--- src/hdl/tpqa_pkg.sv ---
// Shared types and constants of the time-of-flight point qualifier and averager.
package tpqa_pkg;

    localparam int DIST_W    = 16;
    localparam int INT_W     = 16;
    localparam int MAXI_W    = 11;
    localparam int TIDX_W    = 10;
    localparam int TVAL_W    = 16;
    localparam int SUM_W     = 24;
    localparam int CNT_W     = 8;
    localparam int APB_AW    = 5;
    localparam int APB_DW    = 32;
    localparam int S_TDATA_W = 64;
    localparam int S_TUSER_W = 2;
    localparam int M_TDATA_W = 32;

    // Register map, word index into the APB space
    typedef enum logic [2:0] {
        REG_COMPENSATE_MODE   = 3'd0,
        REG_INT_LO            = 3'd1,
        REG_INT_HI            = 3'd2,
        REG_DIST_LO           = 3'd3,
        REG_DIST_HI           = 3'd4,
        REG_INVALID_DISTANCE  = 3'd5,
        REG_INVALID_INTENSITY = 3'd6
    } reg_idx_t;

    typedef struct packed {
        logic                compensate_mode;
        logic [INT_W-1:0]    int_lo;
        logic [MAXI_W-1:0]   int_hi;
        logic [DIST_W-1:0]   dist_lo;
        logic [DIST_W-1:0]   dist_hi;
        logic [DIST_W-1:0]   invalid_distance;
        logic [INT_W-1:0]    invalid_intensity;
    } cfg_t;

    typedef enum logic [2:0] {
        ST_IDLE,
        ST_MOD,
        ST_CHECK,
        ST_BEND,
        ST_BDIV,
        ST_SEND,
        ST_SDIV,
        ST_OUT
    } state_t;

endpackage

--- src/hdl/tpqa_serial_mod.sv ---
// Bit-serial reduction of the intensity modulo the table depth, one bit per cycle.
module tpqa_serial_mod #(
    parameter int TABLE_DEPTH = 1024
) (
    input  logic                           aclk,
    input  logic                           aresetn,
    input  logic                           start,
    input  logic [tpqa_pkg::MAXI_W-1:0]    value,
    output logic                           done,
    output logic [$clog2(TABLE_DEPTH)-1:0] rem
);
    import tpqa_pkg::*;

    localparam int AW    = $clog2(TABLE_DEPTH);
    localparam int STEPW = $clog2(MAXI_W);

    logic [MAXI_W-1:0] bits_reg;
    logic [AW-1:0]     rem_reg;
    logic [STEPW-1:0]  step_reg;
    logic              busy_reg;
    logic              done_reg;
    logic [AW:0]       trial;
    logic [AW:0]       rem_next;

    always_comb begin
        trial = {rem_reg, bits_reg[MAXI_W-1]};
        if (trial >= (AW+1)'(TABLE_DEPTH)) begin
            rem_next = trial - (AW+1)'(TABLE_DEPTH);
        end else begin
            rem_next = trial;
        end
    end

    always_ff @(posedge aclk) begin
        if (!aresetn) begin
            busy_reg <= 1'b0;
            done_reg <= 1'b0;
            step_reg <= '0;
        end else begin
            done_reg <= 1'b0;
            if (start) begin
                busy_reg <= 1'b1;
                step_reg <= '0;
            end else if (busy_reg) begin
                step_reg <= step_reg + 1'b1;
                if (step_reg == STEPW'(MAXI_W - 1)) begin
                    busy_reg <= 1'b0;
                    done_reg <= 1'b1;
                end
            end
        end
    end

    always_ff @(posedge aclk) begin
        if (start) begin
            bits_reg <= value;
            rem_reg  <= '0;
        end else if (busy_reg) begin
            bits_reg <= {bits_reg[MAXI_W-2:0], 1'b0};
            rem_reg  <= rem_next[AW-1:0];
        end
    end

    assign done = done_reg;
    assign rem  = rem_reg;

endmodule

--- config.mk ---
export PLATFORM = sky130hd
export DESIGN_NAME = tpqa_serial_mod
export DESIGN_NICKNAME = d
export VERILOG_FILES = /design/src/hdl/tpqa_pkg.sv /design/src/hdl/tpqa_serial_mod.sv
export SDC_FILE = /design/constraint.sdc
export NUM_CORES = 1
export LEC_CHECK = 0
export ABC_AREA = 1
export BUFFER_PORTS_ARGS = -buffer_cell sky130_fd_sc_hd__buf_2
export CAP_MARGIN = 20
export CORE_MARGIN = 8
export CORE_UTILIZATION = 46
export CTS_CLUSTER_SIZE = 12
export DETAILED_ROUTE_END_ITERATION = 16
export PLACE_DENSITY = 0.7
export SETUP_SLACK_MARGIN = 0.02
export SLEW_MARGIN = 20
export SYNTH_ARGS = -nofsm -noshare
export SYNTH_HDL_FRONTEND = slang
export SYNTH_SLANG_ARGS = --single-unit
--- constraint.sdc ---
create_clock -name aclk -period 2.21 [get_ports aclk]
set_input_delay 0.5525 -clock aclk [delete_from_list [all_inputs] [get_ports aclk]]
set_output_delay 0.5525 -clock aclk [all_outputs]
set_load 0.05 [all_outputs]
Word level (Yosys, flattened, before mapping)

Cells that the tools add are included.

Reduce and logical (&&, ||, !) cells: 3
Add/sub/neg operators: 2
Muxes and demuxes: 7
Equality and inequality tests: 1
Magnitude comparators: 1
Bitwise operators: 2

Operators with widths:

| cell                                                                  | count |
|---|---|
| 11-bit 2-to-1 mux                                                     | 2 |
| 11-bit greater-or-equal comparator (second input constant)            | 1 |
| 10-bit 2-to-1 mux                                                     | 1 |
| 10-bit by 1-bit subtractor with 10-bit output (second input constant) | 1 |
| 4-bit by 1-bit adder with 4-bit output (second input constant)        | 1 |
| 4-bit == test (second input constant)                                 | 1 |
| 1-bit 2-to-1 mux                                                      | 4 |
| 3-bit OR reduction                                                    | 1 |
| 1-bit NOT                                                             | 2 |
| 2-bit nonzero test                                                    | 1 |
| 2-bit OR reduction                                                    | 1 |

Input bits: 14
Output and inout bits: 11
Word-level logic and storage cells: 21
Bits in registers: 27

Depth between registers and ports, before layout

Depth in word-level cells: 4
Mapped depth: 6
Depth with buffers taken out: 5

Worst setup path after synthesis

No wires, ideal clock.

Path kind: input-to-reg
Start: input port start
End: register bits_reg[0] (enable)
Setup time: 345 ps
Setup slack: 862 ps
Data required time: 1865 ps
Arrival: 1004 ps
Path buffers: 1
Cell stages on the path: 3
Cells stage by stage: inv_2 > buf_2 > nand2_1

Cells in the longest elaborated chain, start to end: 1

RTL lines:

| element                      | RTL line              | text |
|---|---|---|
| from (decl)                  | tpqa_serial_mod.sv:7  | `input logic start,` |
| 2-bit nonzero test (no line) | --                    |  |
| to (signal assigned)         | tpqa_serial_mod.sv:56 | `bits_reg <= value;` |
| to (signal assigned)         | tpqa_serial_mod.sv:59 | `bits_reg <= {bits_reg[MAXI_W-2:0], 1'b0};` |
| to (decl)                    | tpqa_serial_mod.sv:17 | `logic [MAXI_W-1:0] bits_reg;` |

Every way passes these cells.
A chain may end at the register's enable or synchronous reset.

Worst setup path after layout

Start: register rem_reg[1] (netlist: rem[1])
End: output port rem[1]

RTL lines:

| element                | RTL line              | text |
|---|---|---|
| from (decl)            | tpqa_serial_mod.sv:18 | `logic [AW-1:0] rem_reg;` |
| from (signal assigned) | tpqa_serial_mod.sv:60 | `rem_reg <= rem_next[AW-1:0];` |
| to (decl)              | tpqa_serial_mod.sv:10 | `output logic [$clog2(TABLE_DEPTH)-1:0] rem` |

No word-level cell between the ends.

==> flow_summary_export.csv <==
group,metric,value,unit
status,status,"finished clean",
critical_path,worst-path-buf-inv,1,
flow_run,max_cap_violations,0,
global_routing,via_count_of_the_first_global_routing_pass,834,
pwr,power_switching,262.8,µW
critical_path,worst_ep_required_time,1.66,ns
placed_design,dp_hpwl,1521,µm
finish,flip_flop_count_of_the_largest_register_after_layout,11,
pwr,vdd_drop_max,0.4053,mV
global_routing,gr-total-overflow,0,
clock_network,ctsRootBufferMaster,"sky130_fd_sc_hd__clkbuf_4",
critical_path,critical_path.top_delay_family,"flip-flops",
sta,fmaxAchievable,648.8,MHz
critical_path,critPathArrivalTime,0.99,ns
drt,route.final.wire_length,2057,µm
sta,grt_setup_unrepaired,"no",
synth,yosys_register_bits,27,
clock_network,cts_tree,"built",
min_path,hold_ep,"busy_reg",
sta,hold_viol_final,0,
global_routing,grt_pass1_wl,3546,µm
synth,synth.area.top_cells,"sky130_fd_sc_hd__edfxtp_1 30%, sky130_fd_sc_hd__dfxtp_1 29%, sky130_fd_sc_hd__nand2_1 13%",
global_routing,met2_resource_use_gr,0.1739,
drt,detailedRoute.firstIterationViolations,33,
sta,skew,0.006122,ns
synth,netlist.top_cell.by_area,"sky130_fd_sc_hd__edfxtp_1",
critical_path,timing.critical_path.cells,"buf_2",
pwr,pwr-share-comb,0.157,
finish,fraction_of_layout_instances_using_a_drive_strength_above_1,0.2365,
sta,timing.final.crit_period,1.541,ns
critical_path,source_of_the_worst_register_to_register_timing_path,"busy_reg",
clock_network,clk_pin_slew_worst_paths,0.15,ns
critical_path,worstSetupPathType,"reg -> out",
synth,netlist.area_leader.share,0.3031,
die,die-area,4183,µm²
drt,vias_per_cell,4.710,
clock_network,cts.repair.resized,0,
critical_path,worstSetupPathDepth,1,
die,coreArea,2233,µm²
pwr,static-leakage-power,0.0005964,µW
critical_path,worst_r2r_setup_slack,0.82,ns
critical_path,slowest_stage,"sky130_fd_sc_hd__dfxtp_1",
clock_network,clock_sink_count,27,
synth,synth.lib_cells_used.distinct,16,
pwr,share_of_total_power_in_sequential_cells,0.619,
placed_design,routability_congestion_estimate_from_global_placement,0.7324,
critical_path,r2r_cells,3,
sta,setup_tns,0,ns
die,design.portCount,25,
pwr,cellPowerDensity,753.9,nW/µm²
placed_design,number_of_port_buffers,24,
drt,detail-route-antenna-nets,0,
min_path,holdCritPathClass,"in -> reg",
pwr,cellInternalPower,669.2,µW
pwr,sw_frac_of_total,0.2819,
finish,n_antenna_cell,0,
clock_network,htree_levels,1,
die,die_width,64.68,µm
synth,sequential_cell_area_fraction_in_the_yosys_report,0.5970,
drt,routed_wire_length_per_instance,11.69,µm
global_routing,global_route.usage.met3,0.02577,
sta,final-max-slew-violation-count,0,
critical_path,startpoint_type,"flip-flop",
die,std_cell_rows,17,
synth,synth.cell_area,1090,µm²
sta,min_period_over_period,0.6974,
die,floorplan.die.height,64.68,µm
clock_network,clock_path_buffers,2,
clock_network,ctsHoldBuffers,0,
synth,yosys_warnings,0,
global_routing,antenna_found_initial,0,
sta,tightestPinTransition,0.4537,ns
sta,finalHoldWorstSlack,0.4814,ns
finish,most_frequent_cells_in_the_layout,"39 x sky130_fd_sc_hd__nand2_1, 24 x sky130_fd_sc_hd__nor2_1, 24 x sky130_fd_sc_hd__buf_2",
critical_path,worstSetupEndpointType,"output pin",
finish,mostFrequentLayoutCell,"sky130_fd_sc_hd__nand2_1",
drt,routed-via-count,829,
critical_path,worst-path-max-fanout,3,
finish,num-nets-final,165,
clock_network,cts_made_buffers,3,
die,initial_core_util,0.4880,
synth,postSynthCellCount,124,
sta,setup-violations-final,0,
global_routing,globalRoute.busiestLayer,"met2",
clock_network,clk-insertion-delay-late,0.32,ns
drt,drc,0,
sta,relSlewSlack,0.6968,
global_routing,grt_max_degree,22,
synth,postSynthAreaPerCell,8.789,µm²
critical_path,rr_endpoint,"bits_reg[2]",
global_routing,globalRouteMet1Util,0.1203,
min_path,worstHoldPathCells,3,
pwr,clock_power_share,0.224,
drt,number_of_optimization_iterations_in_the_first_detailed_route_pass,4,
finish,synthesis_to_finish_area_growth,13.43,%
synth,net_count_after_synthesis,140,
global_routing,global_route.usage.total,0.1023,
min_path,worstHoldStart,"aresetn",
critical_path,max_stage_delay,0.39,ns
clock_network,cts_setup_buffers,0,
==> per-stage QoR <==
stage / power (µW) / util / instance area, µm² / cells / worst slack, ns
3_3_place_gp: 732.0 / 0.5412 / 1209 / 172 / 0.6750
4_1_cts: 942.0 / 0.5535 / 1236 / 176 / 0.6546
3_5_place_dp: 736.1 / 0.5412 / 1209 / 172 / 0.6300
6_report: 932.0 / 0.5535 / 1236 / 176 / 0.6688
5_1_grt: 976.4 / 0.5535 / 1236 / 176 / 0.6284
2_1_floorplan: 700.2 / - / 1090 / 124 / 0.8616
==> power groups by stage <==
stage	Combinational, µW	Sequential (µW)	Clock [µW]
2_1_floorplan	66.5	634	0
3_3_place_gp	145	587	0
3_5_place_dp	148	588	0
4_1_cts	148	577	217
5_1_grt	162	582	233
6_report	146	577	209
==> Yosys cell counts <==
master and count:
sky130_fd_sc_hd__nor2_1 24, sky130_fd_sc_hd__buf_4 1, sky130_fd_sc_hd__o21ai_1 7, sky130_fd_sc_hd__nand2_2 1
sky130_fd_sc_hd__nand3_1 2, sky130_fd_sc_hd__inv_2 2, sky130_fd_sc_hd__o21ai_0 4, sky130_fd_sc_hd__buf_6 3
sky130_fd_sc_hd__edfxtp_1 11, sky130_fd_sc_hd__inv_1 4, sky130_fd_sc_hd__buf_2 2, sky130_fd_sc_hd__a21oi_1 4
sky130_fd_sc_hd__nand2_1 39, sky130_fd_sc_hd__nor2_2 2, sky130_fd_sc_hd__dfxtp_1 16, sky130_fd_sc_hd__ha_1 2
==> cell type report <==
class                           instances  area (µm²)
Clock buffer                            3       22.52
Clock inverter                          1       5.005
Fill cell                             223       997.2
Inverter                                6       22.52
Multi-Input combinational cell         85       365.4
Sequential cell                        27       650.6
Tap cell                               28       35.03
Timing Repair Buffer                   26       135.1
==> per-layer routing <==
| metal | wire length [µm] | part of all wire | vias to the layer above |
|---|---|---|---|
| met5 | 0 | 0 | - |
| met2 | 1001 | 0.49 | 20 |
| met4 | 14 | 0.0068 | 0 |
| li1 | - | - | 439 |
| met3 | 103 | 0.050 | 2 |
| met1 | 937 | 0.46 | 368 |
==> kinds of logic after synthesis <==
| family | share of synthesized area |
|---|---|
| and+or+nand+nor | 0.2434 |
| DFF | 0.5970 |
| AOI/OAI and AO/OA | 0.06888 |
| buffers and inverters | 0.06774 |
| adders and majority gates | 0.02296 |
==> how the worst max path moves through the flow <==
stage	from	endpoint
after floorplan	start	bits_reg[0]
after global routing	rem[4]	rem[4]
final	rem[1]	rem[1]
after global placement	start	bits_reg[2]
after detailed placement	start	bits_reg[3]
after CTS	rem[1]	rem[1]
No activity file was read; power rests on OpenSTA's default activity.
