==> config.mk <==
export PLATFORM = sky130hd
export DESIGN_NAME = tpqa_serial_div
export DESIGN_NICKNAME = d
export VERILOG_FILES = /design/src/hdl/tpqa_pkg.sv /design/src/hdl/tpqa_serial_div.sv
export SDC_FILE = /design/constraint.sdc
export NUM_CORES = 1
export LEC_CHECK = 0
export ABC_AREA = 1
export ABC_CLOCK_PERIOD_IN_PS = 2250
export BUFFER_PORTS_ARGS = -buffer_cell sky130_fd_sc_hd__buf_4
export CAP_MARGIN = 20
export CORE_MARGIN = 10
export CORE_UTILIZATION = 48
export CTS_CLUSTER_DIAMETER = 50
export DETAILED_ROUTE_END_ITERATION = 10
export HOLD_SLACK_MARGIN = 0.05
export PLACE_DENSITY = 0.86
export SLEW_MARGIN = 40
export SYNTH_ARGS = -nofsm -noshare
export SYNTH_HDL_FRONTEND = slang
export SYNTH_SLANG_ARGS = --single-unit
==> constraint.sdc <==
create_clock -name aclk -period 2.25 [get_ports aclk]
set_input_delay 0.45 -clock aclk [delete_from_list [all_inputs] [get_ports aclk]]
set_output_delay 0.45 -clock aclk [all_outputs]
set_load 0.02 [all_outputs]
==> src/hdl/tpqa_pkg.sv <==
// Shared types and constants of the time-of-flight point qualifier and averager.
package tpqa_pkg;

    localparam int DIST_W    = 16;
    localparam int INT_W     = 16;
    localparam int MAXI_W    = 11;
    localparam int TIDX_W    = 10;
    localparam int TVAL_W    = 16;
    localparam int SUM_W     = 24;
    localparam int CNT_W     = 8;
    localparam int APB_AW    = 5;
    localparam int APB_DW    = 32;
    localparam int S_TDATA_W = 64;
    localparam int S_TUSER_W = 2;
    localparam int M_TDATA_W = 32;

    // Register map, word index into the APB space
    typedef enum logic [2:0] {
        REG_COMPENSATE_MODE   = 3'd0,
        REG_INT_LO            = 3'd1,
        REG_INT_HI            = 3'd2,
        REG_DIST_LO           = 3'd3,
        REG_DIST_HI           = 3'd4,
        REG_INVALID_DISTANCE  = 3'd5,
        REG_INVALID_INTENSITY = 3'd6
    } reg_idx_t;

    typedef struct packed {
        logic                compensate_mode;
        logic [INT_W-1:0]    int_lo;
        logic [MAXI_W-1:0]   int_hi;
        logic [DIST_W-1:0]   dist_lo;
        logic [DIST_W-1:0]   dist_hi;
        logic [DIST_W-1:0]   invalid_distance;
        logic [INT_W-1:0]    invalid_intensity;
    } cfg_t;

    typedef enum logic [2:0] {
        ST_IDLE,
        ST_MOD,
        ST_CHECK,
        ST_BEND,
        ST_BDIV,
        ST_SEND,
        ST_SDIV,
        ST_OUT
    } state_t;

endpackage

==> src/hdl/tpqa_serial_div.sv <==
// Two-lane restoring divider sharing one divisor, one quotient bit per cycle.
module tpqa_serial_div (
    input  logic                       aclk,
    input  logic                       aresetn,
    input  logic                       start,
    input  logic [tpqa_pkg::SUM_W-1:0] dividend_a,
    input  logic [tpqa_pkg::SUM_W-1:0] dividend_b,
    input  logic [tpqa_pkg::CNT_W-1:0] divisor,
    output logic                       done,
    output logic [tpqa_pkg::SUM_W-1:0] quot_a,
    output logic [tpqa_pkg::SUM_W-1:0] quot_b
);
    import tpqa_pkg::*;

    localparam int STEPW = $clog2(SUM_W);

    logic [SUM_W-1:0] q_reg   [2];
    logic [CNT_W-1:0] rem_reg [2];
    logic [SUM_W-1:0] q_next  [2];
    logic [CNT_W-1:0] rem_next[2];
    logic [CNT_W:0]   trial   [2];
    logic [CNT_W-1:0] dvs_reg;
    logic [STEPW-1:0] step_reg;
    logic             busy_reg;
    logic             done_reg;

    always_comb begin
        for (int l = 0; l < 2; l++) begin
            trial[l] = {rem_reg[l], q_reg[l][SUM_W-1]};
            if (trial[l] >= {1'b0, dvs_reg}) begin
                rem_next[l] = CNT_W'(trial[l] - {1'b0, dvs_reg});
                q_next[l]   = {q_reg[l][SUM_W-2:0], 1'b1};
            end else begin
                rem_next[l] = trial[l][CNT_W-1:0];
                q_next[l]   = {q_reg[l][SUM_W-2:0], 1'b0};
            end
        end
    end

    always_ff @(posedge aclk) begin
        if (!aresetn) begin
            busy_reg <= 1'b0;
            done_reg <= 1'b0;
            step_reg <= '0;
        end else begin
            done_reg <= 1'b0;
            if (start) begin
                busy_reg <= 1'b1;
                step_reg <= '0;
            end else if (busy_reg) begin
                step_reg <= step_reg + 1'b1;
                if (step_reg == STEPW'(SUM_W - 1)) begin
                    busy_reg <= 1'b0;
                    done_reg <= 1'b1;
                end
            end
        end
    end

    // dividend shifts out at the top while quotient bits shift in below
    always_ff @(posedge aclk) begin
        if (start) begin
            q_reg[0]   <= dividend_a;
            q_reg[1]   <= dividend_b;
            rem_reg[0] <= '0;
            rem_reg[1] <= '0;
            dvs_reg    <= divisor;
        end else if (busy_reg) begin
            for (int l = 0; l < 2; l++) begin
                q_reg[l]   <= q_next[l];
                rem_reg[l] <= rem_next[l];
            end
        end
    end

    assign done   = done_reg;
    assign quot_a = q_reg[0];
    assign quot_b = q_reg[1];

endmodule

# After elaboration in Yosys (flattened, before gate mapping)
# Memory sizes are Yosys's and may differ from the RTL's.
# Cells that the tools add are included.
# Widths: inputs -> output; s select.
[word_totals]
n_memories = 2
output_inout_bits = 49
regBits = 15
latchBits = 0
input_bits = 59
ram_bits = 64
rom_bits = 0
[classes]
shift = 0
add_sub_neg = 3
n_eq_ne = 1
reduce_logical = 2
n_bitwise = 6
n_lt_le_gt_ge = 2
n_mux = 17
n_mul = 0
div = 0
[mem_list]
columns = ["name", "depth", "word_bits", "read_ports", "rd_clocked_by_memory_dff", "wr", "line_no", "rtl"]
rows = [
  ["q_reg", 2, 24, 2, 0, 2, "tpqa_serial_div.sv:17", "logic [SUM_W-1:0] q_reg [2];"],
  ["rem_reg", 2, 8, 2, 0, 2, "tpqa_serial_div.sv:18", "logic [CNT_W-1:0] rem_reg [2];"],
]
[op_table]
columns = ["operator", "n"]
rows = [
  ["$mux 24", 2],
  ["$mux 8", 4],
  ["$ge 9x8->1", 2],
  ["$sub 8x8->8", 2],
  ["$mux 1", 11],
  ["$add 5x1->5 const B", 1],
  ["$eq 5x5->1 const B", 1],
  ["$or 1x1->1", 4],
  ["$reduce_or 3->1", 1],
  ["$not 1->1", 2],
  ["$reduce_or 2->1", 1],
]

# Depth between registers and ports, before layout
# Gate-level depths: netlist (run 1).
[depth]
depth_word = 4
depth_mapped = 12
mapped_depth_nobuf = 11

# Worst setup path before layout (run 1)
# No wires, ideal clock.
[synth_timing]
path_type = "flip-flop to flip-flop"
from = "register busy_reg"
to = "memory q_reg[0][0], enable pin"
period_less_slack_ns = 2.292
slack_ns = -0.042
required_time_ns = 1.826
setup_time_ns = 0.424
path_stages_with_launch = 3
arrival_ns = 1.867
cell_sequence = "dfxtp_1 inv_2 nand2_1"
[synth_lines]
columns = ["item", "line_no", "rtl"]
rows = [
  ["start: declaration", "tpqa_serial_div.sv:24", "logic busy_reg;"],
  ["start signal: assignment", "tpqa_serial_div.sv:42", "busy_reg <= 1'b0;"],
  ["start signal: assignment", "tpqa_serial_div.sv:48", "busy_reg <= 1'b1;"],
  ["start signal: assignment", "tpqa_serial_div.sv:53", "busy_reg <= 1'b0;"],
  ["end: declaration", "tpqa_serial_div.sv:17", ""],
]

==> impl_metrics.toml, run 1 <==
[timing]
fmax_mhz = 508.2
slew_viol_final = 0
setup_violations = 0
slew_headroom_pct = 72.08
hold_violations = 0
final.setup.tns_ns = 0
min_period_ns = 1.968
setup_ws_ns = 0.2821
fin_skew_ns = 0.01448
tightest_slew_ns = 0.4187
period_share_pct = 87.46
rsz0062_at_grt = "no"

[critical_path]
r2r_end = "rem_reg[0][10]$_SDFFCE_PN0P_"
worstRegToRegCells = 9
startpoint = "rem_reg[0][9]$_SDFFCE_PN0P_"
critPathArrivalTime_ns = 2.08
critPathRequiredTime_ns = 2.36
worst_setup_path_start_kind = "register"
endpoint = "rem_reg[0][10]$_SDFFCE_PN0P_"
worstPathMaxFanout = 9
r2r-start = "rem_reg[0][9]$_SDFFCE_PN0P_"
critPathKind = "reg2reg"
reg2reg_slack_ns = 0.28
end_kind = "register"

[logic_synthesis]
synth_cells = 500
synth_edf_count = 72
ys_seq_area_share_pct = 53.80
synth_top_area_share_pct = 50.53
synth_nets = 578
yosys_warnings = 0
ys_ff_latch = 79
synth_ff_type = "edfxtp_1"
synthArstFlopShare_pct = 0
netlist-cell-type-count = 34
yosys-top-cells-count = "230 x nand2_1, 72 x edfxtp_1, 44 x inv_1, 43 x nor2_1, 18 x nand3_1"
avgSynthCellArea_sq_um = 8.558
yosys.area.top_type = "edfxtp_1"
syn_area_sq_um = 4279
yosysMostFrequentCell = "nand2_1"
synth_area_leaders = "edfxtp_1 51%, nand2_1 20%, ha_1 5.0%"

[clock_network]
numCtsBuffers = 9
root_buffer = "clkbuf_8"
post_cts_resized = 0
cts_hold_buf = 0
h-tree-depth = 3
path_clk_slew_ns = 0.09
clk_latency_ns = 0.36
cts_tree = "done"
cts_setup_buffers = 0
cts_buffer_depth = 2
clock_sinks = 79

[grt]
grt_overflow_total = 0
grt_antenna_before_repair = 0
grt_pass1_vias = 3882
grt_use_met2_pct = 27.03
grt_start_max_net_pins = 43
grt_usage_pct = 17.92
use_met3_pct = 9.277
busiest_layer = "met2"
use_met1_pct = 21.39
grt_pass1_wl_mm = 18.76

[final_layout]
fill_cells = 680
largest_reg_flops = 48
drive_gt1_share_pct = 24.03
area_growth_pct = 26.87
diodes = 0
finalNetCount = 689
final_core_util_pct = 62.25

[pwr]
p_per_area_nw_per_um2 = 732.0
peakVddDrop_mv = 0.4346
total_power_mw = 3.974
p_leak_nw = 2.677

[detailed_routing]
vias = 3714
drc = 0
route.antenna.remaining_nets = 0
routed_via_density = 5.130
drt_iter0_drc = 186
wire_per_inst_microns = 15.69
drtPass1Iterations = 5
wirelength_mm = 11.36

[placement]
preCtsSetupSlack_ns = 0.3062
gp_congestion = 0.8892
port-buffer-count = 107
dp_hpwl_mm = 8.627

[floorplanning]
die_h_microns = 114.4
ioPinCount = 108
start_util_pct = 49.07
dieArea_sq_um = 13090
die_x_microns = 114.4
core_sq_um = 8721
std_cell_rows = 34

[status]
status = "finished clean"

[job]
max_cap_viol_count = 0

[min_path]
hold_path.class = "in2reg"
logic make-up (layout without fill, tap and decap cells):
kind of cell,count (synthesis),after routing,synth area share [%]
buf+inv,60,176,5.702
fa+ha+maj,19,19,5.906
flops,79,79,53.80
xor+xnor,6,6,1.228
simple gates,320,320,30.94
compound gates,16,16,2.427
area by class of cell:
class                   count  area (sq um)  share of cell area [%]
clock buffers              12         177.7                   3.273
clock inverters             4         32.53                  0.5992
inverters                  48         180.2                   3.319
multi-input cells         361          1735                   31.97
flip-flops and latches     79          2302                   42.41
well taps                 108         135.1                   2.489
repair buffers            112         865.8                   15.95
power by group:
| part | internal [mW] | switching (mW) | leakage [nW] |
|---|---|---|---|
| registers | 1.76 | 0.0828 | 0.795 |
| clock network | 0.544 | 0.574 | 0.0999 |
| logic | 0.399 | 0.613 | 1.78 |
placed cells by master, fill, tap and decap left out, types with 7 or more instances in the layout:
cell / n
nand2_1: 229
buf_4: 110
edfxtp_1: 72
inv_1: 44
nor2_1: 43
nand3_1: 18
ha_1: 17
clkbuf_8: 9
a21oi_1: 8
dfxtp_1: 7
per-layer routing:
metal	wire length, microns	part of all wire (%)
met3	1499	13
met5	0	0
met1	4505	40
met2	5114	45
met4	238	2.1
per-stage QoR:
stage / cell area, sq um / cells / hold WS (ns)
2_1_floorplan: 4282 / 500 / 0.4701
3_3_place_gp: 5219 / 708 / 0.4901
5_1_grt: 5429 / 724 / 0.2449
3_5_place_dp: 5219 / 708 / 0.4990
6_report: 5429 / 724 / 0.2544
4_1_cts: 5429 / 724 / 0.2508
critical path: stages (launching register included):
cell	delay, ns
edfxtp_1	0.46
ha_1	0.39
nand2_1	0.10
nor2_1	0.05
nand2_1	0.05
nand2_1	0.05
nor2_2	0.27
nand2_4	0.13
nor2_1	0.14
nor2_1	0.07
worst min path at each step:
stage                                  start                  endpoint  cells past startpoint
finish                            divisor[0]      dvs_reg[0]$_DFFE_PP_                      1
CTS                               divisor[0]      dvs_reg[0]$_DFFE_PP_                      1
global route                      divisor[0]      dvs_reg[0]$_DFFE_PP_                      1
floorplan           step_reg[1]$_SDFFE_PP0P_  step_reg[1]$_SDFFE_PP0P_                      2
detailed placement  step_reg[1]$_SDFFE_PP0P_  step_reg[1]$_SDFFE_PP0P_                      2
global placement    step_reg[1]$_SDFFE_PP0P_  step_reg[1]$_SDFFE_PP0P_                      2
(Power assumes the default switching activity.)
==> inputs of run 2 (changes only) <==
--- a/config.mk
+++ b/config.mk
@@ -5,7 +5,7 @@
 export SDC_FILE = /design/constraint.sdc
 export NUM_CORES = 1
 export LEC_CHECK = 0
-export ABC_AREA = 1
+export ABC_AREA = 0
 export ABC_CLOCK_PERIOD_IN_PS = 2250
 export BUFFER_PORTS_ARGS = -buffer_cell sky130_fd_sc_hd__buf_4
 export CAP_MARGIN = 20
@@ -14,7 +14,7 @@
 export CTS_CLUSTER_DIAMETER = 50
 export DETAILED_ROUTE_END_ITERATION = 10
 export HOLD_SLACK_MARGIN = 0.05
-export PLACE_DENSITY = 0.86
+export PLACE_DENSITY = 0.76
 export SLEW_MARGIN = 40
 export SYNTH_ARGS = -nofsm -noshare
 export SYNTH_HDL_FRONTEND = slang
==> impl_metrics.toml, run 2 <==
[status]
status = "finished clean"

[pwr]
p_leak_nw = 2.387
p_int_mw = 2.718
p_per_area_nw_per_um2 = 724.9
power_switching_share_pct = 30.06
p_seq_share_pct = 47.3
p_sw_mw = 1.168
pwr-share-clk_pct = 27.5
total_power_mw = 3.886
pwr-share-comb_pct = 25.2
peakVddDrop_mv = 0.4336

[grt]
grt_usage_pct = 16.36
grt_overflow_total = 0
grt_pass1_wl_mm = 17.27
grt_antenna_before_repair = 0
grt_start_max_net_pins = 46
grt_pass1_vias = 3426

[placement]
port-buffer-count = 107
dp_cells = 612
dp_hpwl_mm = 7.879
gp_congestion = 0.8836

[timing]
period_share_pct = 94.64
slew_viol_final = 0
min_period_ns = 2.129
fin_skew_ns = 0.009677
tightest_slew_ns = 0.4828
fmax_mhz = 469.6
slew_headroom_pct = 67.82
setup_violations = 0
hold_violations = 0

[floorplanning]
die_h_microns = 113.3
core_sq_um = 8341
ioPinCount = 108
start_util_pct = 50.14
dieArea_sq_um = 12840
die_x_microns = 113.3
std_cell_rows = 33

[clock_network]
clk_latency_ns = 0.35
numCtsBuffers = 9
path_clk_slew_ns = 0.08
cts_tree = "done"
clock_sinks = 79
h-tree-depth = 3
cts_hold_buf = 0
cts_buffer_depth = 2
root_buffer = "clkbuf_8"

[logic_synthesis]
synth_ff_type = "edfxtp_1"
netlist-cell-type-count = 54
yosys-top-cells-count = "143 x nand2_1, 72 x edfxtp_1, 17 x a21oi_1, 17 x ha_1, 14 x inv_1"
yosysMostFrequentCell = "nand2_1"
synthArstFlopShare_pct = 0
ys_seq_area_share_pct = 55.06
synth_cells = 408
synth_edf_count = 72
yosys_warnings = 0
yosys.area.top_type = "edfxtp_1"
avgSynthCellArea_sq_um = 10.25
ys_ff_latch = 79
synth_area_leaders = "edfxtp_1 52%, nand2_1 13%, ha_1 5.1%"
synth_top_area_share_pct = 51.71
syn_area_sq_um = 4182
synth_nets = 486

[critical_path]
critPathRequiredTime_ns = 2.45
worstRegToRegCells = 8
cp_num_buf_inv = 2
critPathKind = "reg2reg"
end_kind = "register"
crit_slowest_cell = "edfxtp_1"
path_depth = 8
critPathArrivalTime_ns = 2.32
worst_setup_path_start_kind = "register"
worstPathMaxFanout = 3
cpPeakStageDelay_ns = 0.44
crit_chain = "inv_1 > ha_1 > nor2b_1 > o31ai_4 > buf_4 > a21oi_1 > o32a_1 > nor3_2"
crit_family = "compound AO/OA/AOI/OAI gates"

[final_layout]
area_growth_pct = 28.22
finalNetCount = 599
mostFrequentLayoutCell = "nand2_1"
fill_cells = 692
drive_gt1_share_pct = 28.52
largest_reg_flops = 48
stdcell_count = 631
final_cell_mix = "143 x nand2_1, 115 x buf_4, 72 x edfxtp_1"
seqCellArea_sq_um = 2302
multiInputGateArea_sq_um = 1788
diodes = 0

[detailed_routing]
drtPass1Iterations = 4
drc = 0
vias = 3332
wire_per_inst_microns = 16.92
route.antenna.remaining_nets = 0
routed_via_density = 5.281
wirelength_mm = 10.67
drt_iter0_drc = 178

[min_path]
hold_path.class = "in2reg"
whs_path_depth = 1

[job]
max_cap_viol_count = 0
-- run 2: cell types whose count changed after synthesis, sizes merged, moves of 5 or more --
| cell | change |
|---|---|
| buf | -6 |
| inv | -33 |
| o21a | +5 |
| nor2 | -38 |
| nand2 | -93 |
| nand3 | -6 |
| a21oi | +9 |
| clkbuf | +8 |
| a211oi | +6 |
| o21ai | +10 |
| nor2b | +8 |
-- run 2: cell families after synthesis --
| logic type | Yosys count | synth area share [%] |
|---|---|---|
| DFF | 79 | 55.06 |
| AOI/OAI and AO/OA | 69 | 13.41 |
| xor gates and xnor gates | 6 | 1.257 |
| and+or+nand+nor | 206 | 21.45 |
| buffers and inverters | 28 | 2.543 |
| adders and majority gates | 19 | 6.044 |
| muxes | 1 | 0.2394 |
-- run 2: final timing paths --
path	from	to	slack, ns
max	dvs_reg[1]$_DFFE_PP_	rem_reg[0][7]$_SDFFCE_PN0P_	0.12
min	divisor[3]	dvs_reg[3]$_DFFE_PP_	0.28
max reg2reg	dvs_reg[1]$_DFFE_PP_	rem_reg[0][7]$_SDFFCE_PN0P_	0.12
min reg2reg	step_reg[4]$_SDFFE_PP0P_	done$_SDFF_PP0_	0.54
-- run 2: layer usage --
| metal | share of wire [%] | vias to the layer above | GRT usage, % |
|---|---|---|---|
| li1 | - | 1677 | - |
| met1 | 41 | 1551 | 19.19 |
| met2 | 49 | 92 | 26.84 |
| met3 | 9.2 | 12 | 6.815 |
| met4 | 1.0 | 0 | 4.569 |
| met5 | 0 | - | 0 |
-- run 2: final cells by class --
type                    instances  area share [%]
flip-flops and latches         79           42.94
clock inverters                 4          0.4901
multi-input cells             301           33.35
clock buffers                  12           3.314
repair buffers                116           16.48
well taps                     105           2.450
inverters                      14          0.9802
-- run 2: power groups by stage --
stage | clock network [mW] | registers [mW] | logic, mW
6_report | 1.07 | 1.84 | 0.979
3_3_place_gp | 0 | 1.86 | 0.947
5_1_grt | 1.15 | 1.85 | 1.07
4_1_cts | 1.09 | 1.84 | 0.972
3_5_place_dp | 0 | 1.87 | 0.967
2_1_floorplan | 0 | 1.96 | 0.510
-- run 2: stage by stage --
step,TNS (ns),hold slack [ns],instance area (sq um),util (%),setup slack (ns)
detailed placement,0,0.5183,5130,61.51,0.1134
global route,-0.02125,0.2685,5361,64.28,-0.02125
floorplan,0,0.4794,4182,-,0.2740
global placement,0,0.5008,5130,61.51,0.2170
finish,0,0.2777,5361,64.28,0.1206
CTS,0,0.2659,5334,63.95,0.09479
-- run 2: what timing repair did --
item,in CTS,in global routing
setup buffers,0,3
setup endpoints to repair,0,6
gates resized for setup,0,1
