$ cat src/hdl/tpqa_pkg.sv
// Shared types and constants of the time-of-flight point qualifier and averager.
package tpqa_pkg;

    localparam int DIST_W    = 16;
    localparam int INT_W     = 16;
    localparam int MAXI_W    = 11;
    localparam int TIDX_W    = 10;
    localparam int TVAL_W    = 16;
    localparam int SUM_W     = 24;
    localparam int CNT_W     = 8;
    localparam int APB_AW    = 5;
    localparam int APB_DW    = 32;
    localparam int S_TDATA_W = 64;
    localparam int S_TUSER_W = 2;
    localparam int M_TDATA_W = 32;

    // Register map, word index into the APB space
    typedef enum logic [2:0] {
        REG_COMPENSATE_MODE   = 3'd0,
        REG_INT_LO            = 3'd1,
        REG_INT_HI            = 3'd2,
        REG_DIST_LO           = 3'd3,
        REG_DIST_HI           = 3'd4,
        REG_INVALID_DISTANCE  = 3'd5,
        REG_INVALID_INTENSITY = 3'd6
    } reg_idx_t;

    typedef struct packed {
        logic                compensate_mode;
        logic [INT_W-1:0]    int_lo;
        logic [MAXI_W-1:0]   int_hi;
        logic [DIST_W-1:0]   dist_lo;
        logic [DIST_W-1:0]   dist_hi;
        logic [DIST_W-1:0]   invalid_distance;
        logic [INT_W-1:0]    invalid_intensity;
    } cfg_t;

    typedef enum logic [2:0] {
        ST_IDLE,
        ST_MOD,
        ST_CHECK,
        ST_BEND,
        ST_BDIV,
        ST_SEND,
        ST_SDIV,
        ST_OUT
    } state_t;

endpackage

$ cat src/hdl/tpqa_cfg_regs.sv
// APB register file holding the qualifier bounds and the invalid-point values.
module tpqa_cfg_regs (
    input  logic                        aclk,
    input  logic                        aresetn,
    input  logic                        psel,
    input  logic                        penable,
    input  logic                        pwrite,
    input  logic [tpqa_pkg::APB_AW-1:0] paddr,
    input  logic [tpqa_pkg::APB_DW-1:0] pwdata,
    output logic [tpqa_pkg::APB_DW-1:0] prdata,
    output logic                        pready,
    output tpqa_pkg::cfg_t              cfg
);
    import tpqa_pkg::*;

    cfg_t     cfg_reg;
    reg_idx_t idx;
    logic     wr_en;

    assign idx    = reg_idx_t'(paddr[4:2]);
    assign wr_en  = psel && penable && pwrite && pready;
    assign pready = 1'b1;
    assign cfg    = cfg_reg;

    always_ff @(posedge aclk) begin
        if (!aresetn) begin
            cfg_reg.compensate_mode   <= 1'b1;
            cfg_reg.int_lo            <= '0;
            cfg_reg.int_hi            <= MAXI_W'(1024);
            cfg_reg.dist_lo           <= '0;
            cfg_reg.dist_hi           <= '1;
            cfg_reg.invalid_distance  <= '1;
            cfg_reg.invalid_intensity <= '0;
        end else if (wr_en) begin
            case (idx)
                REG_COMPENSATE_MODE:   cfg_reg.compensate_mode   <= pwdata[0];
                REG_INT_LO:            cfg_reg.int_lo            <= pwdata[INT_W-1:0];
                REG_INT_HI:            cfg_reg.int_hi            <= pwdata[MAXI_W-1:0];
                REG_DIST_LO:           cfg_reg.dist_lo           <= pwdata[DIST_W-1:0];
                REG_DIST_HI:           cfg_reg.dist_hi           <= pwdata[DIST_W-1:0];
                REG_INVALID_DISTANCE:  cfg_reg.invalid_distance  <= pwdata[DIST_W-1:0];
                REG_INVALID_INTENSITY: cfg_reg.invalid_intensity <= pwdata[INT_W-1:0];
                default: ;
            endcase
        end
    end

    always_comb begin
        case (idx)
            REG_COMPENSATE_MODE:   prdata = APB_DW'(cfg_reg.compensate_mode);
            REG_INT_LO:            prdata = APB_DW'(cfg_reg.int_lo);
            REG_INT_HI:            prdata = APB_DW'(cfg_reg.int_hi);
            REG_DIST_LO:           prdata = APB_DW'(cfg_reg.dist_lo);
            REG_DIST_HI:           prdata = APB_DW'(cfg_reg.dist_hi);
            REG_INVALID_DISTANCE:  prdata = APB_DW'(cfg_reg.invalid_distance);
            REG_INVALID_INTENSITY: prdata = APB_DW'(cfg_reg.invalid_intensity);
            default:               prdata = '0;
        endcase
    end

endmodule

$ cat config.mk
export PLATFORM = sky130hd
export DESIGN_NAME = tpqa_cfg_regs
export DESIGN_NICKNAME = d
export VERILOG_FILES = /design/src/hdl/tpqa_pkg.sv /design/src/hdl/tpqa_cfg_regs.sv
export SDC_FILE = /design/constraint.sdc
export NUM_CORES = 1
export LEC_CHECK = 0
export BUFFER_PORTS_ARGS = -buffer_cell sky130_fd_sc_hd__clkbuf_2
export CAP_MARGIN = 25
export CORE_ASPECT_RATIO = 1.1
export CORE_MARGIN = 2
export CORE_UTILIZATION = 53
export CTS_CLUSTER_DIAMETER = 80
export DETAILED_ROUTE_END_ITERATION = 8
export GPL_ROUTABILITY_DRIVEN = 0
export PLACE_DENSITY = 0.95
export SLEW_MARGIN = 5
export SYNTH_ARGS = -nofsm -noshare
export SYNTH_HDL_FRONTEND = slang
export SYNTH_SLANG_ARGS = --single-unit
$ cat constraint.sdc
create_clock -name aclk -period 2.76 [get_ports aclk]
set_input_delay 0.414 -clock aclk [delete_from_list [all_inputs] [get_ports aclk]]
set_output_delay 0.414 -clock aclk [all_outputs]
set_load 0.005 [all_outputs]
Word-level counts from Yosys, hierarchy flattened
Index checks and enable logic that the tools add are counted.
{"block": "totals", "inputBits": 42, "mem_count": 0, "word_cells": 24, "latch_bits": 0, "ff_bits": 92, "rom_bits": 0, "ram_bits": 0, "out_inout_bits": 125}
{"block": "op_classes", "n_addsub": 0, "mux": 1, "n_reduce_logical": 10, "n_mul": 0, "n_eq_ne": 6, "n_div": 0, "n_shift": 0, "bitwise": 0, "n_lt_le_gt_ge": 0}
{"op": "$pmux 16 s7", "n": 1}
{"op": "$reduce_and 2->1", "n": 7}
{"op": "$eq 3x3->1 const B", "n": 3}
{"op": "$eq 3x2->1 const B", "n": 2}
{"op": "$eq 3x1->1 const B", "n": 1}
{"op": "$logic_not 3->1", "n": 1}
{"op": "$logic_and 1x1->1", "n": 2}

Logic depth before layout (Yosys ltp)
Gate-level depths: netlist of the first run.
{"block": "depth", "depth_word": 3, "ltp_mapped": 5, "depth_no_buf": 3}

Least setup slack after synthesis of the first run
Ideal clock, no wire load.
{"block": "synth_timing", "kind": "input port to output port", "from": "in paddr[3] in the netlist's numbering", "to": "out prdata[0] in the netlist's numbering", "t_arrival_ns": 1.417, "required_ns": 2.346, "cell_stages": 4, "setup_slack_ns": 0.929, "path_buffers": 2, "path_cell_list": "buf_2 buf_2 mux4_2 mux2_2"}
{"block": "synth_via", "elab_chain_cells": 2, "word_cells_on_any_way": 8, "classes_between": "eq/ne: 6; mux: 1; reduce/logical: 1"}
{"element": "start: declaration", "line": "tpqa_cfg_regs.sv:8", "text": "input logic [tpqa_pkg::APB_AW-1:0] paddr,"}
{"element": "$eq 3x3->1, or another cell as far along", "line": "tpqa_cfg_regs.sv:49", "text": "case (idx)"}
{"element": "$pmux 16 s7 *", "line": "tpqa_cfg_regs.sv:49"}
{"element": "end: declaration", "line": "tpqa_cfg_regs.sv:10", "text": "output logic [tpqa_pkg::APB_DW-1:0] prdata,"}
Every way passes the cells marked *; elsewhere a longest branch is shown, timed or not.

Worst setup path after layout of the first run
{"block": "layout_timing", "from": "in paddr[2] in the netlist's numbering", "to": "out prdata[2] in the netlist's numbering"}
The elaborated chain is that of the path after synthesis.

==> run metrics, run 1 <==
overall power 2.522 mW; Max Root-Sink Buffers 2; Yosys warning count 0; Mean Syn Cell Area ~9.4 sq um; Synth Register Bits 92; Worst-Margin Slew 0.9810 ns; Initial Utilization 0.5446; met3 wire len 1.226 mm; Synth Instances 458; WL final 12.97 mm; Critical Path Start Type primary input; clock sink count 92; Post-Place Cell Area 4946 sq um; status finished, final reports clean; max-slew violation count 0; crit path from paddr[2]; WL met2 6.074 mm; share of the synthesized area in the top cell type 0.4274; initial antenna violation count 0; vias per cell 5.980; vias in the first global route 3860; full die area 8868 sq um; TritonCTS clock tree built; peak supply drop about 0.25 mV; hpwl dp just over 9 mm; largest net degree at the start of global routing 109; register area share after synthesis 0.4274; Die Span X 89.97 um; total congestion overflow 0; Clock Skews 0 ns; Hold Buf Count CTS 0; WL met1 5.124 mm; final setup fails 0; Fmax achieved 425.4 MHz; Crit Path Class primary input to output port; Rows 34; Final #Nets between 600 and 700; area grow syn2layout 19.48%; Pleak 2.260 nW; drt initial violations 450; CP Data Required Time 2.35 ns; post-synth top area cell dfxtp_1; H-tree levels 3; Netlist Area Pre-Place 4309 sq um; crit path capture type output port; Hold Violations, Final 0; Power Density 489.8 nW/um^2; DR WL/cell 18.98 um; placeable core area about 7900 sq um; iteration count of the initial detailed-routing pass 6; CP Data Arrival Time 1.94 ns; Antenna Nets Post-Route 0; GRT Total Usage 0.2826; post-layout min period roughly 2.4 ns; pre-CTS WS 0.5291 ns; HP Class primary input to flip-flop; max cap viols 0; crit-path max FO 14; CTS buffer count 9; detailed-route via count 4084; HP Start pwdata[13]; Slew headroom 0.3460; Yosys cell types 34; worst r2r src cfg[32]$_SDFFE_PN1P_; I/O Buffers 131; clock slew at reported path FFs 0.09 ns; post-route cell area 5149 sq um; final worst setup slack 0.4092 ns; clock root cell clkbuf_8; first-pass GRT wire length 20.23 mm; Final Cycle Share 0.8517; Die H 98.57 um; post-CTS setup buffers 0; layout cells sized above 1 0.3061; Residual DRC 0; unrepaired setup endpoints after global routing no; IO Pins about 170; largest cells by area after synthesis dfxtp_1 (43%), mux2i_1 (17%), nand2_1 (6.5%); Largest register FFs 92; clock latency on the worst-skew pair approximately 0.36 ns; Inserted Diodes 0; Max Used Layer met4; post_cts resized 0; total negative slack 0 ns
-- cell usage in the layout (no fill, tap or decap), types with 2 or more instances in the layout --
master / instances
clkbuf_2: 130
dfxtp_1: 92
nand2_1: 75
mux2i_1: 74
o21ai_0: 35
o211ai_1: 17
conb_1: 17
inv_1: 16
o311ai_0: 16
mux2_2: 13
clkbuf_8: 10
buf_4: 10
a221o_1: 8
nor2b_1: 7
nor2_1: 6
a2bb2oi_1: 5
a221oi_1: 5
a21oi_1: 5
a22o_1: 5
o2bb2ai_1: 4
nand2b_1: 3
clkinvlp_4: 3
a22oi_1: 2
nor2_2: 2
or3_1: 2
-- metal layers --
layer	vias up	global-route usage
li1	1829	-
met1	1944	0.3524
met2	262	0.4569
met3	49	0.06728
met4	0	0.1515
met5	-	0
-- report_power, final --
| part | total [mW] | internal (mW) | switching (mW) | leakage (nW) |
|---|---|---|---|---|
| Clock | 0.921 | 0.445 | 0.476 | 0.0918 |
| Combinational | 0.250 | 0.0933 | 0.157 | 1.42 |
| Sequential | 1.35 | 1.34 | 0.0113 | 0.743 |
-- cells in the mapped netlist --
cell type	number
nor2b_1	7
or2_2	1
o211ai_1	17
mux4_2	1
o31ai_1	1
buf_4	18
buf_6	2
a22oi_1	2
clkbuf_1	24
mux2_2	13
inv_1	16
nor2_1	6
buf_2	10
a221oi_1	5
mux2i_1	74
nor2_4	1
o21ai_0	35
o2bb2ai_1	4
and3b_1	1
a21oi_1	5
o311ai_1	1
buf_1	2
nand4b_1	1
nand2b_1	3
a2bb2oi_1	5
dfxtp_1	92
o311ai_0	16
a221o_1	8
nand4_2	1
or3_1	2
nor2_2	2
nand2_1	75
conb_1	2
a22o_1	5
-- per-stage QoR --
| stage | std cells | hold WS (ns) | utilization |
|---|---|---|---|
| final | 683 | 0.3443 | 0.6507 |
| after global routing | 683 | 0.3593 | 0.6507 |
| after CTS | 683 | 0.3334 | 0.6507 |
| after detailed placement | 667 | 0.4676 | 0.6251 |
| after global placement | 667 | 0.4537 | 0.6251 |
| after floorplan | 473 | 0.4607 | - |
-- worst paths after layout --
check / cells after the start / to / slack, ns
worst min-delay path: 3 / cfg[29]$_SDFFE_PN1P_ / 0.34
worst min register to register: 2 / cfg[70]$_SDFFE_PN0P_ / 0.48
worst max-delay path: 6 / prdata[2] / 0.41
worst max register to register: 2 / cfg[32]$_SDFFE_PN1P_ / 2.00
-- cell families after synthesis --
logic type,after synthesis,synth area share
AO/OA/AOI/OAI,104,0.1731
AND/OR/NAND/NOR,100,0.1019
flip-flops,92,0.4274
multiplexers,88,0.2111
buffers and inverters,72,0.08479
other,2,0.001743
-- area by class of cell --
cell class	count	area (sq um)
Sequential cell	92	1842
Clock inverter	5	61.31
Fill cell	610	2764
Timing Repair Buffer	142	750.7
Multi-Input combinational cell	309	2158
Clock buffer	11	141.4
Tap cell	108	135.1
Inverter	16	60.06
-- critical path, stage by stage --
cell	delay, ns
clkbuf_2	0.30
buf_4	0.26
mux2_2	0.37
a221oi_1	0.34
a21oi_1	0.12
clkbuf_2	0.13
Power figures use the tool's default switching activity.
==> inputs of run 2 (changes only) <==
--- a/config.mk
+++ b/config.mk
@@ -8,12 +8,12 @@
 export BUFFER_PORTS_ARGS = -buffer_cell sky130_fd_sc_hd__clkbuf_2
 export CAP_MARGIN = 25
 export CORE_ASPECT_RATIO = 1.1
-export CORE_MARGIN = 2
-export CORE_UTILIZATION = 53
+export CORE_MARGIN = 8
+export CORE_UTILIZATION = 49
 export CTS_CLUSTER_DIAMETER = 80
 export DETAILED_ROUTE_END_ITERATION = 8
 export GPL_ROUTABILITY_DRIVEN = 0
-export PLACE_DENSITY = 0.95
+export PLACE_DENSITY = 0.9
 export SLEW_MARGIN = 5
 export SYNTH_ARGS = -nofsm -noshare
 export SYNTH_HDL_FRONTEND = slang
==> constraint.sdc (replaced) <==
create_clock -name aclk -period 2.5 [get_ports aclk]
set_input_delay 0.375 -clock aclk [delete_from_list [all_inputs] [get_ports aclk]]
set_output_delay 0.375 -clock aclk [all_outputs]
set_load 0.005 [all_outputs]
==> run 2 against run 1 <==
Effect of this change: critical path depth is 1 lower; clock skew unchanged; worst hold slack got worse by 0.053 ns; combinational power increased by 10%; global-route usage fell by 7.4 points.
==> run metrics, run 2 (synthesized netlist as in run 1, its figures left out) <==
commonest non-fill, non-tap cell in the layout clkbuf_2; Hold Slack 0.2910 ns (-0.05332 ns); pre-CTS WS 0.3592 ns (-0.1699 ns); I/O Buffers 131 (unchanged); HP Class primary input to flip-flop; crit path capture type output port; Pleak 2.267 nW (+0.31%); clock slew at reported path FFs 0.09 ns (about the same); Hold Violations, Final 0 (unchanged); total negative slack 0 ns (unchanged); hpwl dp 10.06 mm (+10%); Worst-Margin Slew 1.001 ns (+0.01991 ns); CP Data Required Time 2.12 ns (-0.23 ns); Die Span X 105.4 um (+17%); post_cts resized 0 (unchanged); Largest register FFs 92 (unchanged); detailed-route via count 3986 (-2.4%); max cap viols 0 (unchanged); clock sink count 92 (unchanged); Power Density 526.2 nW/um^2 (+7.4%); Inserted Diodes 0 (unchanged); WL final 13.33 mm (+2.8%); post-CTS setup buffers 0 (unchanged); Die H 114.4 um (+16%); TritonCTS clock tree built; Clock Skews 0 ns (unchanged); crit path from paddr[3]; Hold Buf Count CTS 0 (unchanged); IO Pins 167 (unchanged); unrepaired setup endpoints after global routing no; CP Data Arrival Time 1.75 ns (-0.19 ns); area grow syn2layout 19.34%; Initial Utilization 0.4957 (-0.04891); Max Root-Sink Buffers 2 (unchanged); layout cells sized above 1 0.3038 (-0.002268); Final #Nets 613 (+0.16%); HP Start pwdata[3]; total congestion overflow 0 (unchanged); initial antenna violation count 0 (unchanged); final setup fails 0 (unchanged); first-pass GRT wire length 19.91 mm (-1.6%); H-tree levels 3 (unchanged); Crit Path Class primary input to output port; # fillers 711 (+17%); largest net degree at the start of global routing 109 (unchanged); peak supply drop 0.2302 mV (-6.9%); most frequent cells in the layout clkbuf_2 (130), dfxtp_1 (92), nand2_1 (75); crit-path max FO 9 (-5); placeable core area 8693 sq um (+9.9%); status finished, final reports clean; Post-Route Utilization 0.5915 (-0.05916); max-slew violation count 0 (unchanged); Rows 36 (+5.9%); Slew headroom 0.3327 (-0.01327); Critical Path Start Type primary input; post-layout min period 2.128 ns; clock latency on the worst-skew pair 0.36 ns (about the same); Final Cycle Share 0.8511; vias in the first global route 3742 (-3.1%); overall power 2.706 mW (+7.3%); vias per cell 5.777 (-3.4%); worst r2r src cfg[36]$_SDFFE_PN1P_; GRT Total Usage 0.2084 (-0.07416); Residual DRC 0 (unchanged); clock root cell clkbuf_8; Antenna Nets Post-Route 0 (unchanged); DR WL/cell 19.32 um (+1.8%); final worst setup slack 0.3723 ns (-0.03690 ns); CTS buffer count 9 (unchanged); Fmax achieved 470.0 MHz; drt initial violations 415 (-7.8%); iteration count of the initial detailed-routing pass 6 (unchanged); full die area 12050 sq um (+36%)
-- run 2: changes by cell type in the layout (fill, tap and decap cells not counted), sizes merged --
cell	delta
clkbuf	+4
clkinvlp	-3
buf	+1
bufinv	-1
-- run 2: critical path, stage by stage --
cell and delay [ns]:
clkbuf_2 0.21, nor2b_1 0.50, nor2b_1 0.31, a221o_1 0.23, clkbuf_2 0.12
-- run 2: report_power, final --
part	internal, mW	leakage (nW)	switching [mW]
logic	0.104	1.43	0.172
clock network	0.444	0.0937	0.496
registers	1.48	0.743	0.0124
-- run 2: cell type report --
type | instances | area, sq um | share of cell area
clock inverters | 1 | 5.005 | 0.0009732
clock buffers | 15 | 176.4 | 0.03431
multi-input cells | 309 | 2158 | 0.4197
inverters | 16 | 60.06 | 0.01168
well taps | 114 | 142.6 | 0.02774
flip-flops and latches | 92 | 1842 | 0.3582
repair buffers | 143 | 758.2 | 0.1474
-- run 2: per-stage QoR --
| stage | cells | cell area [sq um] |
|---|---|---|
| finish | 690 | 5142 |
| global route | 690 | 5142 |
| floorplan | 473 | 4365 |
| CTS | 690 | 5142 |
| global placement | 674 | 4961 |
| detailed placement | 674 | 4961 |
-- run 2: path summary, 6_finish.rpt --
path | cells past startpoint | slack, ns | to
max | 5 | 0.37 | prdata[10]
min | 3 | 0.29 | cfg[19]$_SDFFE_PN1P_
max reg2reg | 2 | 1.75 | cfg[36]$_SDFFE_PN1P_
min reg2reg | 2 | 0.48 | cfg[68]$_SDFFE_PN0P_
-- run 2: routing by layer --
| layer | part of all wire | vias to the layer above | track usage |
|---|---|---|---|
| met4 | 0.050 | 0 | 0.1429 |
| li1 | - | 1826 | - |
| met1 | 0.39 | 1882 | 0.2389 |
| met3 | 0.093 | 47 | 0.05124 |
| met5 | 0 | - | 0 |
| met2 | 0.47 | 231 | 0.3364 |
==> inputs of run 3 (changes only) <==
--- a/config.mk
+++ b/config.mk
@@ -8,7 +8,7 @@
 export BUFFER_PORTS_ARGS = -buffer_cell sky130_fd_sc_hd__clkbuf_2
 export CAP_MARGIN = 25
 export CORE_ASPECT_RATIO = 1.1
-export CORE_MARGIN = 8
+export CORE_MARGIN = 2
 export CORE_UTILIZATION = 49
 export CTS_CLUSTER_DIAMETER = 80
 export DETAILED_ROUTE_END_ITERATION = 8
==> run 3 against run 2 <==
Effect of this change: final cell count decreased by 0.72%; largest cell class unchanged; non-clock buffer count shrank 1; maximum frequency rose by 2.6%; critical path depth did not move; wire length down 8.3%; total power increased by 1.5%.
==> run metrics, run 3 (synthesized netlist as in run 1, its figures left out) <==
clock root cell clkbuf_8; CP Data Arrival Time 1.70 ns (-0.05 ns); WP buf/inv 2 (unchanged); Die Span X 93.41 um (-11%); met2 global-route usage 0.3957 (+0.05927); # fillers 674 (-5.2%); CP Data Required Time 2.12 ns (about the same); crit path capture type output port; Residual DRC 0 (unchanged); Largest delay share family, worst path simple AND/OR/NAND/NOR gates; Rows 35 (-2.8%); Slew headroom 0.3567 (+0.02398); post_cts resized 0 (unchanged); Initial Utilization 0.5098 (+0.01416); final setup fails 0 (unchanged); status finished, final reports clean; GR Util met1 0.3224 (+0.08351); crit-path max FO 9 (unchanged); Slowest-stage cell, CP nor2b_1; peak supply drop 0.3078 mV (+34%); Critical Path Start Type primary input; Antenna Nets Post-Route 0 (unchanged); full die area 9561 sq um (-21%); overall power 2.746 mW (+1.5%); Inserted Diodes 0 (unchanged); largest net degree at the start of global routing 109 (unchanged); drt initial violations 306 (-26%); Die H 102.4 um (-10%); WL final 12.23 mm (-8.3%); max cap viols 0 (unchanged); total negative slack 0 ns (unchanged); HP Class primary input to flip-flop; hpwl dp 9.105 mm (-9.5%); fin cells 685 (-0.72%); total congestion overflow 0 (unchanged); H-tree levels 3 (unchanged); post-CTS setup buffers 0 (unchanged); placeable core area 8452 sq um (-2.8%); clock sink count 92 (unchanged); TritonCTS clock tree built; worst-path cell chain clkbuf_2 > nor2b_1 > nor2b_1 > a221o_1 > clkbuf_2; post-layout min period 2.074 ns (-0.05352 ns); clock slew at reported path FFs 0.10 ns (about the same); detailed-route via count 3958 (-0.70%); vias per cell 5.778 (about the same); CTS buffer count 9 (unchanged); area grow syn2layout 19.57%; Final Cycle Share 0.8297 (-0.02141); most frequent cells in the layout clkbuf_2 (130), dfxtp_1 (92), nand2_1 (75); Inst Count DP 670 (-0.59%); Fmax achieved 482.1 MHz (+2.6%); Power Density 532.9 nW/um^2 (+1.3%); Clock Skews 0 ns (unchanged); layout cells sized above 1 0.3049 (+0.001059); IO Pins 167 (unchanged); clock latency on the worst-skew pair 0.36 ns (about the same); met3 Usage GRT 0.05457 (+0.003334); commonest non-fill, non-tap cell in the layout clkbuf_2; initial antenna violation count 0 (unchanged); Final #Nets 612 (-0.16%); I/O Buffers 131 (unchanged); Worst-Margin Slew 0.9649 ns (-0.03597 ns); iteration count of the initial detailed-routing pass 5 (-1); GRT Total Usage 0.2511 (+0.04273); DR WL/cell 17.85 um (-7.6%); Most Crowded Layer GR met2; max-slew violation count 0 (unchanged); Max Root-Sink Buffers 2 (unchanged); Largest register FFs 92 (unchanged); Hold Buf Count CTS 0 (unchanged); crit-path max cell delay 0.50 ns (about the same); first-pass GRT wire length 18.80 mm (-5.6%); Pleak 2.262 nW (-0.22%); Crit Path Class primary input to output port; vias in the first global route 3717 (-0.67%); unrepaired setup endpoints after global routing no; Hold Violations, Final 0 (unchanged)
## run 3: cell count changes in the layout (fill, tap and decap cells not counted), sizes merged
cell / delta
bufinv: +1
clkbuf: -5
buf: -1
inv: +1
clkinvlp: +2
## run 3: layout make-up
type                    instances  area [sq um]  share of cell area
clock buffers                  10         127.6             0.02477
clock inverters                 5         62.56             0.01214
inverters                      16         60.06             0.01166
multi-input cells             309          2158              0.4189
flip-flops and latches         92          1842              0.3575
well taps                     111         138.9             0.02695
repair buffers                142         763.2              0.1481
## run 3: power by group
| group | leakage, nW | internal, mW | total, mW | switching [mW] |
|---|---|---|---|---|
| clock network | 0.0890 | 0.462 | 0.982 | 0.519 |
| registers | 0.743 | 1.48 | 1.49 | 0.0119 |
| logic | 1.43 | 0.105 | 0.274 | 0.169 |
## run 3: path summary, 6_finish.rpt
kind	start	to	slack [ns]	cells past startpoint
max reg2reg	cfg[30]$_SDFFE_PN1P_	cfg[30]$_SDFFE_PN1P_	1.76	2
min	pwdata[12]	cfg[28]$_SDFFE_PN1P_	0.31	3
min reg2reg	cfg[52]$_SDFFE_PN0P_	cfg[52]$_SDFFE_PN0P_	0.48	2
max	paddr[2]	prdata[10]	0.43	5
## run 3: stage by stage
step / setup slack (ns) / instance area [sq um] / util / hold slack [ns]
2_1_floorplan: 0.7470 / 4365 / - / 0.4607
3_3_place_gp: 0.5206 / 4962 / 0.5871 / 0.4534
3_5_place_dp: 0.5156 / 4962 / 0.5871 / 0.4646
4_1_cts: 0.5060 / 5152 / 0.6096 / 0.3048
5_1_grt: 0.3431 / 5152 / 0.6096 / 0.3141
6_report: 0.4258 / 5152 / 0.6096 / 0.3105
## run 3: routing by layer
metal | vias to the layer above | share of wire
met5 | - | 0
met4 | 0 | 0.047
met3 | 46 | 0.086
met2 | 217 | 0.46
met1 | 1873 | 0.40
li1 | 1822 | -
## run 3: tightest hold or removal path: stages
cell and delay, ns:
clkbuf_2 0.09, inv_1 0.06, o211ai_1 0.09
